--- config.mk ---
export PLATFORM = sky130hd
export DESIGN_NAME = pgsc_cordic
export DESIGN_NICKNAME = d
export VERILOG_FILES = /design/src/rtl/pgsc_pkg.sv /design/src/rtl/pgsc_cordic.sv
export SDC_FILE = /design/constraint.sdc
export NUM_CORES = 2
export LEC_CHECK = 0
export BUFFER_PORTS_ARGS = -buffer_cell sky130_fd_sc_hd__buf_2
export CAP_MARGIN = 20
export CORE_MARGIN = 2
export CORE_UTILIZATION = 47
export CTS_BUF_LIST = sky130_fd_sc_hd__clkbuf_16
export CTS_CLUSTER_DIAMETER = 150
export DETAILED_ROUTE_END_ITERATION = 8
export PLACE_DENSITY = 0.63
export SLEW_MARGIN = 10
export SYNTH_ARGS = -nofsm -noshare
export SYNTH_HDL_FRONTEND = slang
export SYNTH_SLANG_ARGS = --single-unit
export TNS_END_PERCENT = 1
--- constraint.sdc ---
create_clock -name clock -period 6 [get_ports clock]
set_input_delay 0.3 -clock clock [delete_from_list [all_inputs] [get_ports clock]]
set_output_delay 0.3 -clock clock [all_outputs]
set_load 0.01 [all_outputs]
--- src/rtl/pgsc_pkg.sv ---
// Shared constants, types and a helper function of the polar goal steering controller.
`default_nettype none

package pgsc_pkg;

   // Angles are in 1/4096 rad.
   localparam int ANG_PI     = 12868;
   localparam int ANG_2PI    = 25736;
   localparam int PI_Q20     = 3294199;
   localparam int MAX_STAGES = 24;
   localparam int SQRT_STEPS = 17;

   // Working widths of the arctangent and square root datapaths.
   localparam int XY_W  = 28;
   localparam int Z_W   = 25;
   localparam int SQ_W  = 34;
   localparam int RHO_W = 17;

   typedef logic signed [XY_W-1:0] xy_type;
   typedef logic signed [Z_W-1:0]  z_type;
   typedef logic [SQ_W-1:0]        sq_type;

   // Arctangent of 2^-i in Q20 radians.
   localparam logic [19:0] ATAN_Q20 [MAX_STAGES] = '{
      20'd823550, 20'd486170, 20'd256879, 20'd130396, 20'd65451, 20'd32757,
      20'd16383,  20'd8192,   20'd4096,   20'd2048,   20'd1024,  20'd512,
      20'd256,    20'd128,    20'd64,     20'd32,     20'd16,    20'd8,
      20'd4,      20'd2,      20'd1,      20'd0,      20'd0,     20'd0
   };

   // Configuration register indexes.
   typedef enum logic [2:0] {
      REG_GOAL_X         = 3'd0,
      REG_GOAL_Y         = 3'd1,
      REG_GOAL_HEADING   = 3'd2,
      REG_LIN_GAIN       = 3'd3,
      REG_ANG_GAIN_ALPHA = 3'd4,
      REG_ANG_GAIN_BETA  = 3'd5,
      REG_POS_TOLERANCE  = 3'd6,
      REG_ANG_TOLERANCE  = 3'd7
   } reg_index_type;

   // Per-item data that travels beside the arithmetic units.
   typedef struct packed {
      logic signed [14:0] heading;
      logic               arrived;
   } side_type;

   // Brings an angle into (-pi, pi] with at most two corrections.
   function automatic logic signed [16:0] wrap_angle(input logic signed [16:0] a);
      logic signed [16:0] t;
      t = a;
      for (int k = 0; k < 2; k++) begin
         if (t > 17'(ANG_PI)) begin
            t = t - 17'(ANG_2PI);
         end else if (t <= -17'(ANG_PI)) begin
            t = t + 17'(ANG_2PI);
         end
      end
      return t;
   endfunction

endpackage

`default_nettype wire

--- src/rtl/pgsc_cordic.sv ---
// Pipelined vectoring CORDIC that yields the bearing angle in Q20 radians.
`default_nettype none

module pgsc_cordic #(
   parameter int ITERS = 16,
   parameter int DEPTH = 17
) (
   input  wire                  clock,
   input  wire                  enable,
   input  pgsc_pkg::xy_type     x_start,
   input  pgsc_pkg::xy_type     y_start,
   input  pgsc_pkg::z_type      z_start,
   input  wire                  zero_start,
   output pgsc_pkg::z_type      z_result,
   output logic                 zero_result
);
   import pgsc_pkg::*;

   xy_type x_ff [DEPTH];
   xy_type y_ff [DEPTH];
   z_type  z_ff [DEPTH];
   logic   zero_ff [DEPTH];
   xy_type x_in [DEPTH];
   xy_type y_in [DEPTH];
   z_type  z_in [DEPTH];
   logic   zero_in [DEPTH];

   for (genvar s = 0; s < DEPTH; s++) begin : g_stage
      xy_type xp, yp;
      z_type  zp;
      logic   zerop;

      // Stage input comes from the unit input or the previous stage.
      always_comb begin
         if (s == 0) begin
            xp = x_start;
            yp = y_start;
            zp = z_start;
            zerop = zero_start;
         end else begin
            xp = x_ff[s-1];
            yp = y_ff[s-1];
            zp = z_ff[s-1];
            zerop = zero_ff[s-1];
         end
      end

      // One micro-rotation toward the x axis, or a plain pass once iterations are done.
      always_comb begin
         zero_in[s] = zerop;
         if (s < ITERS) begin
            if (yp >= 0) begin
               x_in[s] = xp + (yp >>> s);
               y_in[s] = yp - (xp >>> s);
               z_in[s] = zp + z_type'(ATAN_Q20[s]);
            end else begin
               x_in[s] = xp - (yp >>> s);
               y_in[s] = yp + (xp >>> s);
               z_in[s] = zp - z_type'(ATAN_Q20[s]);
            end
         end else begin
            x_in[s] = xp;
            y_in[s] = yp;
            z_in[s] = zp;
         end
      end

      always_ff @(posedge clock) begin
         if (enable) begin
            x_ff[s] <= x_in[s];
            y_ff[s] <= y_in[s];
            z_ff[s] <= z_in[s];
            zero_ff[s] <= zero_in[s];
         end
      end
   end

   assign z_result = z_ff[DEPTH-1];
   assign zero_result = zero_ff[DEPTH-1];

endmodule

`default_nettype wire

# Word level (Yosys, flattened, before mapping)
# Memories as Yosys holds them, arrays and structs flattened.
# Cells that the tools add are included.
[classes]
addsub = 95
n_lt_le_gt_ge = 16
muxes = 50
[ops]
columns = ["operator", "count"]
rows = [
  ["$mux W28", 32],
  ["$ge A28 B1 Y1 const B", 16],
  ["$mux W25", 16],
  ["$add A28 B13 Y28", 2],
  ["$add A28 B14 Y28", 2],
  ["$add A28 B15 Y28", 2],
  ["$add A28 B16 Y28", 2],
  ["$add A28 B17 Y28", 2],
  ["$add A28 B18 Y28", 2],
  ["$add A28 B19 Y28", 2],
  ["$add A28 B20 Y28", 2],
  ["$add A28 B21 Y28", 2],
  ["$add A28 B22 Y28", 2],
  ["$add A28 B23 Y28", 2],
  ["$add A28 B24 Y28", 2],
  ["$add A28 B25 Y28", 2],
  ["$add A28 B26 Y28", 2],
  ["$add A28 B27 Y28", 2],
  ["$sub A28 B13 Y28", 2],
  ["$sub A28 B14 Y28", 2],
  ["$sub A28 B15 Y28", 2],
  ["$sub A28 B16 Y28", 2],
  ["$sub A28 B17 Y28", 2],
  ["$sub A28 B18 Y28", 2],
  ["42 further kinds", 55],
]
[totals]
regBits = 0
ram_bits = 1394
elab_cells = 165
n_memories = 4
[mem_list]
columns = ["memory", "words", "width", "rd", "rd_ports_with_merged_regs", "write_ports", "line_no", "rtl"]
rows = [
  ["x_ff", 17, 28, 16, 0, 17, "pgsc_cordic.sv:19", "xy_type x_ff [DEPTH];"],
  ["y_ff", 17, 28, 16, 0, 17, "pgsc_cordic.sv:20", "xy_type y_ff [DEPTH];"],
  ["z_ff", 17, 25, 17, 0, 17, "pgsc_cordic.sv:21", "z_type z_ff [DEPTH];"],
  ["zero_ff", 17, 1, 17, 0, 17, "pgsc_cordic.sv:22", "logic zero_ff [DEPTH];"],
]

# Depth between registers and ports, before layout
[depth]
depth_word = 2
depth_mapped = 20

# Least setup slack after synthesis
# No wires, ideal clock.
[synth_timing]
kind = "register to register"
startpoint = "memory y_ff[0][27] (netlist bit)"
endpoint = "memory y_ff[0][55] (netlist bit) (data pin)"
setup_time_ns = 0.264
t_arrival_ns = 4.526
path_slack_ns = 1.210
path_stages_with_launch = 18
n_path_buf = 5
cell_sequence = "edfxtp_1 clkbuf_1 buf_1 clkbuf_1 buf_1 buf_1 mux2i_1 ha_1 nor2b_1 o31a_1 o31a_1 a221o_1 and2_1 o31a_1 nor4_1 nor3_1 a211oi_1 xnor2_1"
[synth_lines]
columns = ["element", "line_no"]
rows = [
  ["from (decl)", "pgsc_cordic.sv:20"],
]

==> impl_metrics.json <==
{
  "avgSynthCellArea_um2": 9.84,
  "critPathMaxFanout": 6,
  "cp-start-kind": "flip-flop",
  "synth.top_cell.area_share_pct": 37.5,
  "async_flop_share_pct": 0,
  "ys.flop_type": "edfxtp_1",
  "place_hpwl_um": 186000,
  "final_area_mm2": 0.106,
  "outcome": "finished, final reports clean",
  "synth_cell_types": 98,
  "grt_pass1_vias": 72828,
  "antenna_found_initial": 1,
  "start_util_pct": 47.3,
  "cts-root-buf": "clkbuf_16",
  "synth_edf_count": 1212,
  "cts_tree": "yes",
  "clock_path_buffers": 3,
  "drc": 0,
  "hold_start": "enable",
  "period_share_pct": 86.3,
  "hold_viol": 0,
  "yosys_register_bits": 1212,
  "grt_first_pass_wirelength_um": 378000,
  "firstDrtPassIters": 6,
  "drive_gt1_share_pct": 5.10,
  "die_width_um": 458,
  "slew_viol_final": 0,
  "syn_area_mm2": 0.0970,
  "post_cts_buffers": 0,
  "path_cells": "nor4_1 > nand4_1 > or3_1 > o31ai_1 > xnor2_1 > ha_1 > and4_1 > nand3_1 > a211o_1 > a31oi_1 > o41ai_1 > o21ai_0 > nor3_1 > o21bai_1 > a21oi_1 > xnor2_1",
  "die_h_um": 458,
  "drt_iter0_drc": 4881,
  "ys_seq_area_share_pct": 37.5,
  "grt_max_degree": 185,
  "maxSlewHeadroom_pct": 28.2,
  "viasPerCell": 5.75,
  "worst_ep_arrival_time_ps": 5710,
  "clock_latency_ps": 800,
  "wirelength_um": 235000,
  "design.die.area_mm2": 0.210,
  "fill_cells": 18462,
  "final.min_clock_period_ps": 5180,
  "wl_per_cell_um": 18.3,
  "ff2ff_setup_slack_ps": 820,
  "cp_top_family": "compound AO/OA/AOI/OAI gates",
  "rsz0062_at_grt": "false",
  "critPathMostFrequentCell": "xnor2_1",
  "path_class": "reg2reg",
  "via_count": 73977,
  "synthCells": 9852,
  "max_freq_mhz": 193,
  "worst_slew_pin_slew_ps": 1070,
  "io_buffers": 109,
  "endpoint_kind": "flip-flop",
  "gr-total-overflow": 0,
  "clkSinkCount": 1212,
  "path_buf_inv": 0,
  "crit_path_max_incr_delay_ps": 910,
  "nets": 11184,
  "grt.total_usage_pct": 22.0,
  "cp-startpoint": "y_ff[0][266]",
  "yosysTopAreaCell": "edfxtp_1",
  "ys_warn_count": 0,
  "setup_viol": 0,
  "cts_buffers": 145,
  "hold_class": "in2reg",
  "place_congestion": 0.969,
  "ant_nets": 0,
  "r2r_start": "y_ff[0][266]",
  "htreeDepth": 4,
  "cts.clk_slew.worst_paths_ps": 60,
  "maxCapViolations": 0,
  "io_pins": 110,
  "syn2layout_area_growth_pct": 9.32,
  "fin_worst_skew_ps": 23.6,
  "placedInstanceArea_mm2": 0.101,
  "fin_setup_tns_ps": 0,
  "std_cell_rows": 166,
  "synth_area_leaders": "edfxtp_1, ha_1, xnor2_1",
  "cp.required_ps": 6530,
  "core_mm2": 0.205,
  "crit_slowest_cell": "o41ai_1"
}
[through the flow]
stage | utilization [%] | worst slack, ps | hold WS (ps) | instances
detailed placement | 49.2 | 919 | 405 | 12565
CTS | 51.8 | 913 | 13.8 | 12854
floorplan | - | 1210 | 399 | 9929
finish | 51.8 | 822 | 67.2 | 12856
global placement | 49.2 | 969 | 401 | 12565
global route | 51.8 | 472 | 51.6 | 12855
[synthesized netlist by cell type, types with 23 or more instances]
master,number
nor2_1,750
a21boi_0,26
inv_1,430
and3_1,70
or2_2,45
o21a_1,171
o21bai_1,151
ha_1,1012
nor2b_1,120
o211ai_1,43
edfxtp_1,1212
o41ai_1,87
a31o_2,40
nor4_1,74
buf_1,53
a211oi_1,65
xnor2_1,976
xor2_1,498
and2_1,46
a211o_1,27
clkbuf_1,153
nand2b_1,124
nor3_1,191
fa_1,35
or4_1,105
a21o_1,348
and4_1,26
o31a_1,37
nand2_1,588
or3_1,92
a41oi_1,24
a221o_1,23
a21oi_1,781
a31oi_1,83
mux2i_1,57
nand4_1,68
o21ai_0,566
nand3_1,168
o31ai_1,174
[metal layers]
| layer | GRT usage (%) | wire, um |
|---|---|---|
| met1 | 26.1 | 98800 |
| met4 | 9.80 | 10700 |
| met5 | 0 | 0 |
| met3 | 2.63 | 9210 |
| met2 | 39.8 | 117000 |
[cell type report]
cell class	count	area, um2	share of cell area (%)
clock inverter	112	1140	1.08
sequential	1212	36400	34.3
clock buffer	148	3700	3.49
timing repair buffer	194	1370	1.29
multi-input combinational	8065	58400	55.1
inverter	435	1630	1.54
tap	2688	3360	3.17
antenna	2	5.00	0.00472
[path summary, 6_finish.rpt]
path | end | depth (start not counted)
setup reg to reg | x_ff[0][307] | 16
hold reg to reg | z_ff[0][25] | 0
setup / recovery | x_ff[0][307] | 16
hold / removal | x_ff[0][57] | 1
[kinds of logic (layout without fill, tap and decap cells)]
group                    after synthesis  in the layout  share of synthesized area [%]
AND/OR/NAND/NOR                     2526           2526                           12.7
AO/OA/AOI/OAI                       2879           2879                           19.5
flip-flops                          1212           1212                           37.5
multiplexers                          58             58                          0.600
adder cells (fa/ha/maj)             1050           1050                           13.8
other                                  1             80                        0.00387
buffers and inverters                652            889                           2.54
XOR/XNOR                            1474           1474                           13.3
[cell usage in the layout (no fill, tap or decap), drive strengths merged, types with 68 or more instances in the layout]
master and instances:
a21o 349, clkbuf 148, nor2b 120, nand2b 124, conb 78, ha 1012, nand3 168, nor4 76
a31oi 83, or3 92, o21ai 579, o41ai 92, edfxtp 1212, o21a 171, inv 451, nand4 68
o31ai 175, clkinv 73, xor2 498, o21bai 151, or4 107, a21oi 784, nor2 750, nor3 191
buf 165, and3 70, xnor2 976, nand2 588
[what timing repair did]
item / CTS / global route
hold endpoints to repair: 27 / 0
hold buffers: 29 / 0
gates resized for setup: 0 / 0
[sequential cells by signal, summed over array words and instances, names as in the netlist]
signal / count
z_ff: 425
zero_ff: 17
y_ff: 392
x_ff: 378
Power is left out: the tool's default activity adds up to more than one toggle a clock period on the data nets, which glitch-free logic cannot reach.
