## src/rtl/pgsc_pkg.sv

```systemverilog
// Shared constants, types and a helper function of the polar goal steering controller.
`default_nettype none

package pgsc_pkg;

   // Angles are in 1/4096 rad.
   localparam int ANG_PI     = 12868;
   localparam int ANG_2PI    = 25736;
   localparam int PI_Q20     = 3294199;
   localparam int MAX_STAGES = 24;
   localparam int SQRT_STEPS = 17;

   // Working widths of the arctangent and square root datapaths.
   localparam int XY_W  = 28;
   localparam int Z_W   = 25;
   localparam int SQ_W  = 34;
   localparam int RHO_W = 17;

   typedef logic signed [XY_W-1:0] xy_type;
   typedef logic signed [Z_W-1:0]  z_type;
   typedef logic [SQ_W-1:0]        sq_type;

   // Arctangent of 2^-i in Q20 radians.
   localparam logic [19:0] ATAN_Q20 [MAX_STAGES] = '{
      20'd823550, 20'd486170, 20'd256879, 20'd130396, 20'd65451, 20'd32757,
      20'd16383,  20'd8192,   20'd4096,   20'd2048,   20'd1024,  20'd512,
      20'd256,    20'd128,    20'd64,     20'd32,     20'd16,    20'd8,
      20'd4,      20'd2,      20'd1,      20'd0,      20'd0,     20'd0
   };

   // Configuration register indexes.
   typedef enum logic [2:0] {
      REG_GOAL_X         = 3'd0,
      REG_GOAL_Y         = 3'd1,
      REG_GOAL_HEADING   = 3'd2,
      REG_LIN_GAIN       = 3'd3,
      REG_ANG_GAIN_ALPHA = 3'd4,
      REG_ANG_GAIN_BETA  = 3'd5,
      REG_POS_TOLERANCE  = 3'd6,
      REG_ANG_TOLERANCE  = 3'd7
   } reg_index_type;

   // Per-item data that travels beside the arithmetic units.
   typedef struct packed {
      logic signed [14:0] heading;
      logic               arrived;
   } side_type;

   // Brings an angle into (-pi, pi] with at most two corrections.
   function automatic logic signed [16:0] wrap_angle(input logic signed [16:0] a);
      logic signed [16:0] t;
      t = a;
      for (int k = 0; k < 2; k++) begin
         if (t > 17'(ANG_PI)) begin
            t = t - 17'(ANG_2PI);
         end else if (t <= -17'(ANG_PI)) begin
            t = t + 17'(ANG_2PI);
         end
      end
      return t;
   endfunction

endpackage

`default_nettype wire

```

## src/rtl/pgsc_isqrt.sv

```systemverilog
// Pipelined integer square root, one result bit per stage.
`default_nettype none

module pgsc_isqrt #(
   parameter int DEPTH = 17
) (
   input  wire                         clock,
   input  wire                         enable,
   input  pgsc_pkg::sq_type            radicand,
   output logic [pgsc_pkg::RHO_W-1:0]  root
);
   import pgsc_pkg::*;

   sq_type v_ff [DEPTH];
   sq_type r_ff [DEPTH];
   sq_type v_in [DEPTH];
   sq_type r_in [DEPTH];

   for (genvar s = 0; s < DEPTH; s++) begin : g_stage
      sq_type vp, rp;
      localparam int SHIFT = (s < SQRT_STEPS) ? 2 * (SQRT_STEPS - 1 - s) : 0;
      localparam sq_type BIT = sq_type'(1) << SHIFT;

      always_comb begin
         if (s == 0) begin
            vp = radicand;
            rp = '0;
         end else begin
            vp = v_ff[s-1];
            rp = r_ff[s-1];
         end
      end

      // Trial subtraction of the current bit pair.
      always_comb begin
         if (s < SQRT_STEPS) begin
            if (vp >= rp + BIT) begin
               v_in[s] = vp - (rp + BIT);
               r_in[s] = (rp >> 1) + BIT;
            end else begin
               v_in[s] = vp;
               r_in[s] = rp >> 1;
            end
         end else begin
            v_in[s] = vp;
            r_in[s] = rp;
         end
      end

      always_ff @(posedge clock) begin
         if (enable) begin
            v_ff[s] <= v_in[s];
            r_ff[s] <= r_in[s];
         end
      end
   end

   assign root = r_ff[DEPTH-1][RHO_W-1:0];

endmodule

`default_nettype wire

```

## config.mk

```make
export PLATFORM = sky130hd
export DESIGN_NAME = pgsc_isqrt
export DESIGN_NICKNAME = d
export VERILOG_FILES = /design/src/rtl/pgsc_pkg.sv /design/src/rtl/pgsc_isqrt.sv
export SDC_FILE = /design/constraint.sdc
export NUM_CORES = 1
export LEC_CHECK = 0
export BUFFER_PORTS_ARGS = -buffer_cell sky130_fd_sc_hd__buf_2
export CAP_MARGIN = 20
export CORE_MARGIN = 4
export CORE_UTILIZATION = 25
export CTS_CLUSTER_DIAMETER = 120
export DETAILED_ROUTE_END_ITERATION = 16
export PLACE_DENSITY_LB_ADDON = 0.08
export RECOVER_POWER = 50
export SYNTH_ARGS = -nofsm -noshare
export SYNTH_HDL_FRONTEND = slang
export SYNTH_SLANG_ARGS = --single-unit
```

## constraint.sdc

```tcl
create_clock -name clock -period 5.2 [get_ports clock]
set_input_delay 1.04 -clock clock [delete_from_list [all_inputs] [get_ports clock]]
set_output_delay 1.04 -clock clock [all_outputs]
set_load 0.005 [all_outputs]
```

* Yosys cells after proc, flatten, opt, wreduce, memory -nomap -nowiden
Memories as Yosys holds them, arrays and structs flattened.
Cells that the tools add are included.
** Word-level totals
- Memories :: 2
- Memory bits (read-only) :: 0
- Register bits :: 0
- Output and inout port bits :: 17
- RAM bits :: 1156
- Logic and storage cells :: 104
- Input port bits :: 36
- Latch bits :: 0
** Memory list
- r_ff :: depth 17, width 34, rd ports 17, clocked after memory_dff 0, write ports 17, RTL line pgsc_isqrt.sv:15 : sq_type r_ff [DEPTH];
- v_ff :: depth 17, width 34, rd ports 16, clocked after memory_dff 0, write ports 17, RTL line pgsc_isqrt.sv:14 : sq_type v_ff [DEPTH];
** Cells by class
- Multipliers :: 0
- Shifts and indexed selects :: 0
- $add $sub $neg :: 49
- Equal/unequal tests :: 0
- Bitwise logic cells :: 0
- $lt $le $gt $ge :: 17
- Div/mod/pow operators :: 0
- Multiplexer cells :: 36
- Reduce and logical (&&, ||, !) cells :: 0
** Operator list (number)
- 34-bit 2-to-1 mux :: 33
- 34-bit >= comparator :: 16
- 34-bit subtractor :: 16
- 33-bit by 1-bit adder with 34-bit output (second input constant) :: 1
- 33-bit by 11-bit adder with 34-bit output (second input constant) :: 1
- 33-bit by 13-bit adder with 34-bit output (second input constant) :: 1
- 33-bit by 15-bit adder with 34-bit output (second input constant) :: 1
- 33-bit by 17-bit adder with 34-bit output (second input constant) :: 1
- 33-bit by 19-bit adder with 34-bit output (second input constant) :: 1
- 33-bit by 21-bit adder with 34-bit output (second input constant) :: 1
- 33-bit by 23-bit adder with 34-bit output (second input constant) :: 1
- 33-bit by 25-bit adder with 34-bit output (second input constant) :: 1
- 33-bit by 27-bit adder with 34-bit output (second input constant) :: 1
- 33-bit by 29-bit adder with 34-bit output (second input constant) :: 1
- 33-bit by 3-bit adder with 34-bit output (second input constant) :: 1
- 33-bit by 31-bit adder with 34-bit output (second input constant) :: 1
- 33-bit by 5-bit adder with 34-bit output (second input constant) :: 1
- 33-bit by 7-bit adder with 34-bit output (second input constant) :: 1
- 33-bit by 9-bit adder with 34-bit output (second input constant) :: 1
- 34-bit by 1-bit adder with 34-bit output (second input constant) :: 1
- 34-bit by 11-bit adder with 34-bit output (second input constant) :: 1
- 34-bit by 13-bit adder with 34-bit output (second input constant) :: 1
- 34-bit by 15-bit adder with 34-bit output (second input constant) :: 1
- 34-bit by 17-bit adder with 34-bit output (second input constant) :: 1
- 15 further kinds :: 16

* Logic depth before layout (Yosys ltp)
Gate-level depths: netlist of the first run.
An unclocked memory read counts as a cell.
- Depth after elaboration :: 4
- Gate-level depth with buffers :: 13
- Depth with buffers taken out :: 11

* Worst setup path after synthesis of the first run
Ideal clock, no wire load.
- Kind :: register to register
- Start point :: memory v_ff[0][500] in the netlist's numbering
- End point :: memory v_ff[0][519] in the netlist's numbering (data pin)
- Data required time :: 4.938 ns
- Setup time :: 0.262 ns
- Period minus slack after synthesis :: 2.982 ns
- Setup slack :: 2.218 ns
- Path buffers :: 1
- Arrival :: 2.720 ns
- Stages on the path, launching flop included :: 9
- Path through :: edfxtp_1 > or4_4 > or4_1 > or2_1 > nand2b_1 > or3_4 > nor2_4 > buf_6 > mux2_1
** RTL lines (RTL line)
- start, declared :: pgsc_isqrt.sv:14

==> results of run 1 <==
layout make-up:
cell class                 count  area share [%]
clock buffer                  98           5.746
clock inverter                60           1.546
inverter                     201           1.992
multi-input combinational   1532           28.28
sequential                   697           55.27
tap                         1742           5.756
timing repair buffer          78           1.414
synthesized netlist by cell type (9+ instances only):
master / count / area (um2)
sky130_fd_sc_hd__and2_1: 10 / 62.56
sky130_fd_sc_hd__nor4_1: 84 / 525.5
sky130_fd_sc_hd__or2_2: 10 / 62.56
sky130_fd_sc_hd__inv_1: 200 / 750.7
sky130_fd_sc_hd__clkbuf_1: 26 / 97.59
sky130_fd_sc_hd__edfxtp_1: 697 / 20930
sky130_fd_sc_hd__nand2_1: 119 / 446.7
sky130_fd_sc_hd__a21o_1: 43 / 322.8
sky130_fd_sc_hd__xor2_1: 111 / 972.2
sky130_fd_sc_hd__o31ai_1: 24 / 180.2
sky130_fd_sc_hd__ha_1: 166 / 2077
sky130_fd_sc_hd__xnor2_1: 107 / 937.2
sky130_fd_sc_hd__o21ai_0: 115 / 575.6
sky130_fd_sc_hd__nor3_1: 76 / 380.4
sky130_fd_sc_hd__mux2_2: 21 / 236.5
sky130_fd_sc_hd__a31oi_1: 12 / 75.07
sky130_fd_sc_hd__a21oi_1: 118 / 590.6
sky130_fd_sc_hd__nand2b_1: 55 / 344.1
sky130_fd_sc_hd__a211oi_1: 10 / 75.07
sky130_fd_sc_hd__or4_1: 22 / 165.2
sky130_fd_sc_hd__nor2b_1: 22 / 137.6
sky130_fd_sc_hd__nor4b_1: 12 / 105.1
sky130_fd_sc_hd__or3_1: 23 / 143.9
sky130_fd_sc_hd__o211ai_1: 12 / 90.09
sky130_fd_sc_hd__nor2_1: 142 / 533.0
sky130_fd_sc_hd__nand3_1: 26 / 130.1
sky130_fd_sc_hd__nand3b_1: 9 / 67.56
sky130_fd_sc_hd__nand4_1: 36 / 225.2
sky130_fd_sc_hd__o21a_1: 29 / 217.7
cells by family (layout without fill, tap and decap cells):
family / after synthesis / in the layout / synth area share, %
flops: 697 / 697 / 64.35
simple gates: 684 / 684 / 11.23
compound gates: 436 / 436 / 8.467
buf+inv: 232 / 437 / 2.751
xor+xnor: 218 / 218 / 5.871
fa+ha+maj: 166 / 166 / 6.386
mux: 28 / 28 / 0.9464
report_power, final:
| part | internal [mW] | switching (mW) | leakage [nW] |
|---|---|---|---|
| clock network | 3.38 | 2.45 | 1.33 |
| registers | 7.06 | 0.531 | 6.68 |
| logic | 1.02 | 1.35 | 5.97 |
registers in the layout (all words and copies together), names as in the netlist:
name / cells
v_ff: 544
r_ff: 153
final timing paths:
kind	start	endpoint	slack (ns)	depth (start not counted)
setup / recovery	enable	v_ff[0][27]	1.20	2
hold / removal	r_ff[3][82]	r_ff[3][115]	0.41	0
setup reg to reg	v_ff[0][320]	v_ff[0][373]	1.41	11
hold reg to reg	r_ff[3][82]	r_ff[3][115]	0.41	0
metal layers:
| metal | track usage (%) | vias up | wire length [um] |
|---|---|---|---|
| li1 | - | 9537 | - |
| met1 | 13.21 | 9377 | 31830 |
| met2 | 20.64 | 262 | 39980 |
| met3 | 2.323 | 133 | 2541 |
| met4 | 4.212 | 0 | 2770 |
| met5 | 0 | - | 0 |
==> impl_metrics.toml, run 1 <==
[placed_design]
gpl.final_weighted_congestion = 0.8080
dp.final_hpwl_mm = 57.50
place.detailed.instances = 4249
portBuffers = 52
place_worst_setup_slack_ns = 1.363
placement.cell_area_mm2 = 0.03514

[clock_network]
insertion_delay_ns = 0.69
cts_tree = "built"
holdBufCountCts = 0
clk_pin_slew_worst_paths_ns = 0.06
cts_setup_buffers = 0
clock_tree.root_cell = "sky130_fd_sc_hd__clkbuf_16"
h_tree_levels = 3
cts_made_buffers = 85
clock-sinks = 697
clock_path_buffers = 3
cts_resized = 0

[routing]
drc_errors = 0
dr.first_iter.drc_count = 1196
drt_wl_total_mm = 77.12
count_of_tritonroute_iterations_in_the_first_routing_pass = 5
vias_per_cell = 4.380
vias = 19309
routed_wire_length_per_instance_um = 17.50
ant_nets = 0

[layout]
diodes = 0
cell_area_after_layout_mm2 = 0.03787
number_of_nets_in_the_finished_design = 2797
multiInputGateArea_mm2 = 0.01071
layout_common_cells = "sky130_fd_sc_hd__edfxtp_1 (697), sky130_fd_sc_hd__inv_1 (200), sky130_fd_sc_hd__ha_1 (166)"
layout.area.seq_mm2 = 0.02093
post_route_cells_drive_above_1_share_pct = 8.890
area_growth_syn_to_layout_pct = 16.43
final_cell_count_no_fill = 4408
mostFrequentLayoutCell = "sky130_fd_sc_hd__edfxtp_1"
nFillCells = 13013
final_util_pct = 29.28

[sta]
timing_worst_slew_pin_value_ns = 2.802
rsz0062_at_grt = "false"
layout_min_cycle_time_ns = 4.002
min_period_over_period_pct = 76.96
setup_viol = 0
timing_max_transition_violations_final = 90
setup_slack_ns = 1.198
fin_skew_ns = 0.06498
hold_ws_ns = 0.4071
fmax_ghz = 0.2499
finalSetupTns_ns = 0
relSlewSlack_pct = -86.78
final-hold-violation-count = 0

[critical_path]
startpoint_type = "input port"
path_cells = "clkbuf_2, clkbuf_2"
crit_family = "buffers and inverters"
worst_path_most_repeated_cell = "sky130_fd_sc_hd__clkbuf_2"
worst_ep_required_time_ns = 5.48
arrival_time_of_the_worst_setup_path_ns = 4.28
worst_path_max_delay_cell = "sky130_fd_sc_hd__clkbuf_2"
worst_path_max_fanout = 95
worstPathBufferInverterCount = 2
critical-path-max-stage-delay_ns = 1.79
cp-end-kind = "flop"
worstSetupPathType = "in -> reg"

[die]
pin_count = 53
core-area_mm2 = 0.1293
initial_utilization_pct = 25.15
floorplan.die_area_mm2 = 0.1359
chipWidth_um = 368.7
die_height_um = 368.7
fp_rows = 132

[grt]
via_count_of_the_first_global_routing_pass = 20176
grt_antenna_before_repair = 0
pin_count_of_the_biggest_net_entering_global_routing = 96
grt_first_pass_wirelength_mm = 120.2
gr-usage-all-layers_pct = 11.38
residual_overflow_from_global_routing = 0

[logic_synthesis]
ys.warnings.count = 0
ys_ff_latch = 697
synth_cells = 2461
synth-seq-area-share_pct = 64.35
synth.net_count = 2663
synth_edf_count = 697
syn-cell-area_mm2 = 0.03252
synth_async_sr_flop_share_pct = 0
synthFlopType = "sky130_fd_sc_hd__edfxtp_1"
synth_area_per_cell_um2 = 13.22
synth.distinct_cells = 76

[outcome]
violated_checks = "capacitance limit, slew limit"
run_status = "finished with violations"

[pwr]
fin_total_pwr_mw = 15.78
p_per_area_mw_per_mm2 = 416.8
p_leak_nw = 13.98
ir_worst_vdd_mv = 0.2408

[run]
cap_viol_max_count = 1

[min_path]
worst_hold_path_type = "reg -> reg"
No activity file was read; power rests on OpenSTA's default activity.
==> inputs of run 2 (changes only) <==
==> constraint.sdc (replaced) <==
create_clock -name clock -period 3.5 [get_ports clock]
set_input_delay 0.7 -clock clock [delete_from_list [all_inputs] [get_ports clock]]
set_output_delay 0.7 -clock clock [all_outputs]
set_load 0.005 [all_outputs]
==> run 2 against run 1 <==
The run still ends with capacitance limit, slew limit left. Hold slack got worse by 0.19 ns. Non-clock buffer count increased by 41. Clock power up 45%. Critical endpoint is now v_ff[0][519]. Highest routed layer unchanged.
==> impl_metrics.toml, run 2 (synthesis results as in run 1) <==
[outcome]
run_status = "finished with violations"
violated_checks = "capacitance limit, slew limit"

[placed_design]
placement.cell_area_mm2 = 0.03551
place.detailed.instances = 4291
gpl.final_weighted_congestion = 0.7951
portBuffers = 52
dp.final_hpwl_mm = 58.37

[die]
die_height_um = 368.7
floorplan.die_area_mm2 = 0.1359
chipWidth_um = 368.7
initial_utilization_pct = 25.15
core-area_mm2 = 0.1293
pin_count = 53
fp_rows = 132

[sta]
final-hold-violation-count = 0
fin_skew_ns = 0.02037
timing_max_transition_violations_final = 61
relSlewSlack_pct = -37.19
fmax_ghz = 0.3014
setup_viol = 0
layout_min_cycle_time_ns = 3.318
min_period_over_period_pct = 94.79
timing_worst_slew_pin_value_ns = 2.058
rsz0062_at_grt = "false"
finalSetupTns_ns = 0

[critical_path]
worstSetupPathType = "reg -> reg"
cp-end-kind = "flop"
arrival_time_of_the_worst_setup_path_ns = 3.71
startpoint_type = "flop"
worst_ep_required_time_ns = 3.89
worst_path_max_fanout = 33

[layout]
mostFrequentLayoutCell = "sky130_fd_sc_hd__edfxtp_1"
area_growth_syn_to_layout_pct = 17.18
final_util_pct = 29.47
post_route_cells_drive_above_1_share_pct = 10.07
number_of_nets_in_the_finished_design = 2838
max_flop_register = "v_ff"
cell_area_after_layout_mm2 = 0.03811
final_cell_count_no_fill = 4444
largest_register_ffs = 544
diodes = 0
reg.largest.list = "v_ff (544), r_ff (153)"
layout_common_cells = "sky130_fd_sc_hd__edfxtp_1 (697), sky130_fd_sc_hd__inv_1 (200), sky130_fd_sc_hd__ha_1 (166)"

[routing]
vias_per_cell = 4.347
vias = 19320
drc_errors = 0
drt_wl_total_mm = 77.66
routed_wire_length_per_instance_um = 17.48
dr.first_iter.drc_count = 887
ant_nets = 0
count_of_tritonroute_iterations_in_the_first_routing_pass = 5

[pwr]
p_leak_nw = 14.15
p_per_area_mw_per_mm2 = 610.9
fin_total_pwr_mw = 23.28
ir_worst_vdd_mv = 0.3222

[grt]
grt_first_pass_wirelength_mm = 120.5
via_count_of_the_first_global_routing_pass = 20297
gr-usage-all-layers_pct = 11.37
pin_count_of_the_biggest_net_entering_global_routing = 97
grt_antenna_before_repair = 0
residual_overflow_from_global_routing = 0

[clock_network]
clock_path_buffers = 3
insertion_delay_ns = 0.65
clock_tree.root_cell = "sky130_fd_sc_hd__clkbuf_16"
cts_tree = "built"
cts_setup_buffers = 0
clock-sinks = 697
cts_made_buffers = 85
h_tree_levels = 3
clk_pin_slew_worst_paths_ns = 0.06

[run]
cap_viol_max_count = 1

[min_path]
worst_hold_path_type = "in -> reg"
==> run 2: critical path, stage by stage, from the launching register on <==
cell and delay, ns:
sky130_fd_sc_hd__edfxtp_1 0.42, sky130_fd_sc_hd__or4_4 0.60, sky130_fd_sc_hd__or4_1 0.44, sky130_fd_sc_hd__or2_1 0.26, sky130_fd_sc_hd__nand2b_1 0.18, sky130_fd_sc_hd__or3_4 0.40, sky130_fd_sc_hd__nor2_4 0.21, sky130_fd_sc_hd__buf_12 0.21
sky130_fd_sc_hd__mux2_1 0.33
==> run 2: repair_timing <==
action / CTS / global route
gates cloned: 0 / 0
resized for setup: 1 / 2
setup endpoints to repair: 4 / 1
pin swaps: 0 / 0
hold buffers: 0 / 0
==> run 2: stage by stage <==
stage          hold slack (ns)  setup WS, ns
2_1_floorplan           0.4166        0.5182
4_1_cts                 0.1449       0.05862
6_report                0.2212        0.1824
3_3_place_gp            0.4282       -0.3436
3_5_place_dp            0.4317       -0.3144
5_1_grt                 0.1644       0.01416
==> run 2: layout make-up <==
type	count	area, um2
fill	12994	91210
sequential	697	20930
multi-input combinational	1532	10730
clock buffer	102	2212
tap	1742	2180
timing repair buffer	119	844.6
inverter	201	754.5
clock inverter	51	462.9
==> run 2: final timing paths <==
check | start | end | slack (ns) | depth (start not counted)
setup / recovery | v_ff[0][500] | v_ff[0][519] | 0.18 | 8
hold / removal | radicand[23] | v_ff[0][23] | 0.22 | 1
setup reg to reg | v_ff[0][500] | v_ff[0][519] | 0.18 | 8
hold reg to reg | r_ff[3][104] | r_ff[4][1] | 0.44 | 0
==> run 2: routing by layer <==
| metal | GRT usage (%) | vias to the layer above | wire, um |
|---|---|---|---|
| li1 | - | 9623 | - |
| met1 | 13.15 | 9344 | 32490 |
| met2 | 21.24 | 227 | 40810 |
| met3 | 1.791 | 126 | 2090 |
| met4 | 3.818 | 0 | 2268 |
| met5 | 0 | - | 0 |
==> run 2: where the power goes <==
part	total (mW)	internal [mW]	switching [mW]
registers	11.3	10.5	0.775
logic	3.55	1.56	2.00
clock network	8.47	4.96	3.52
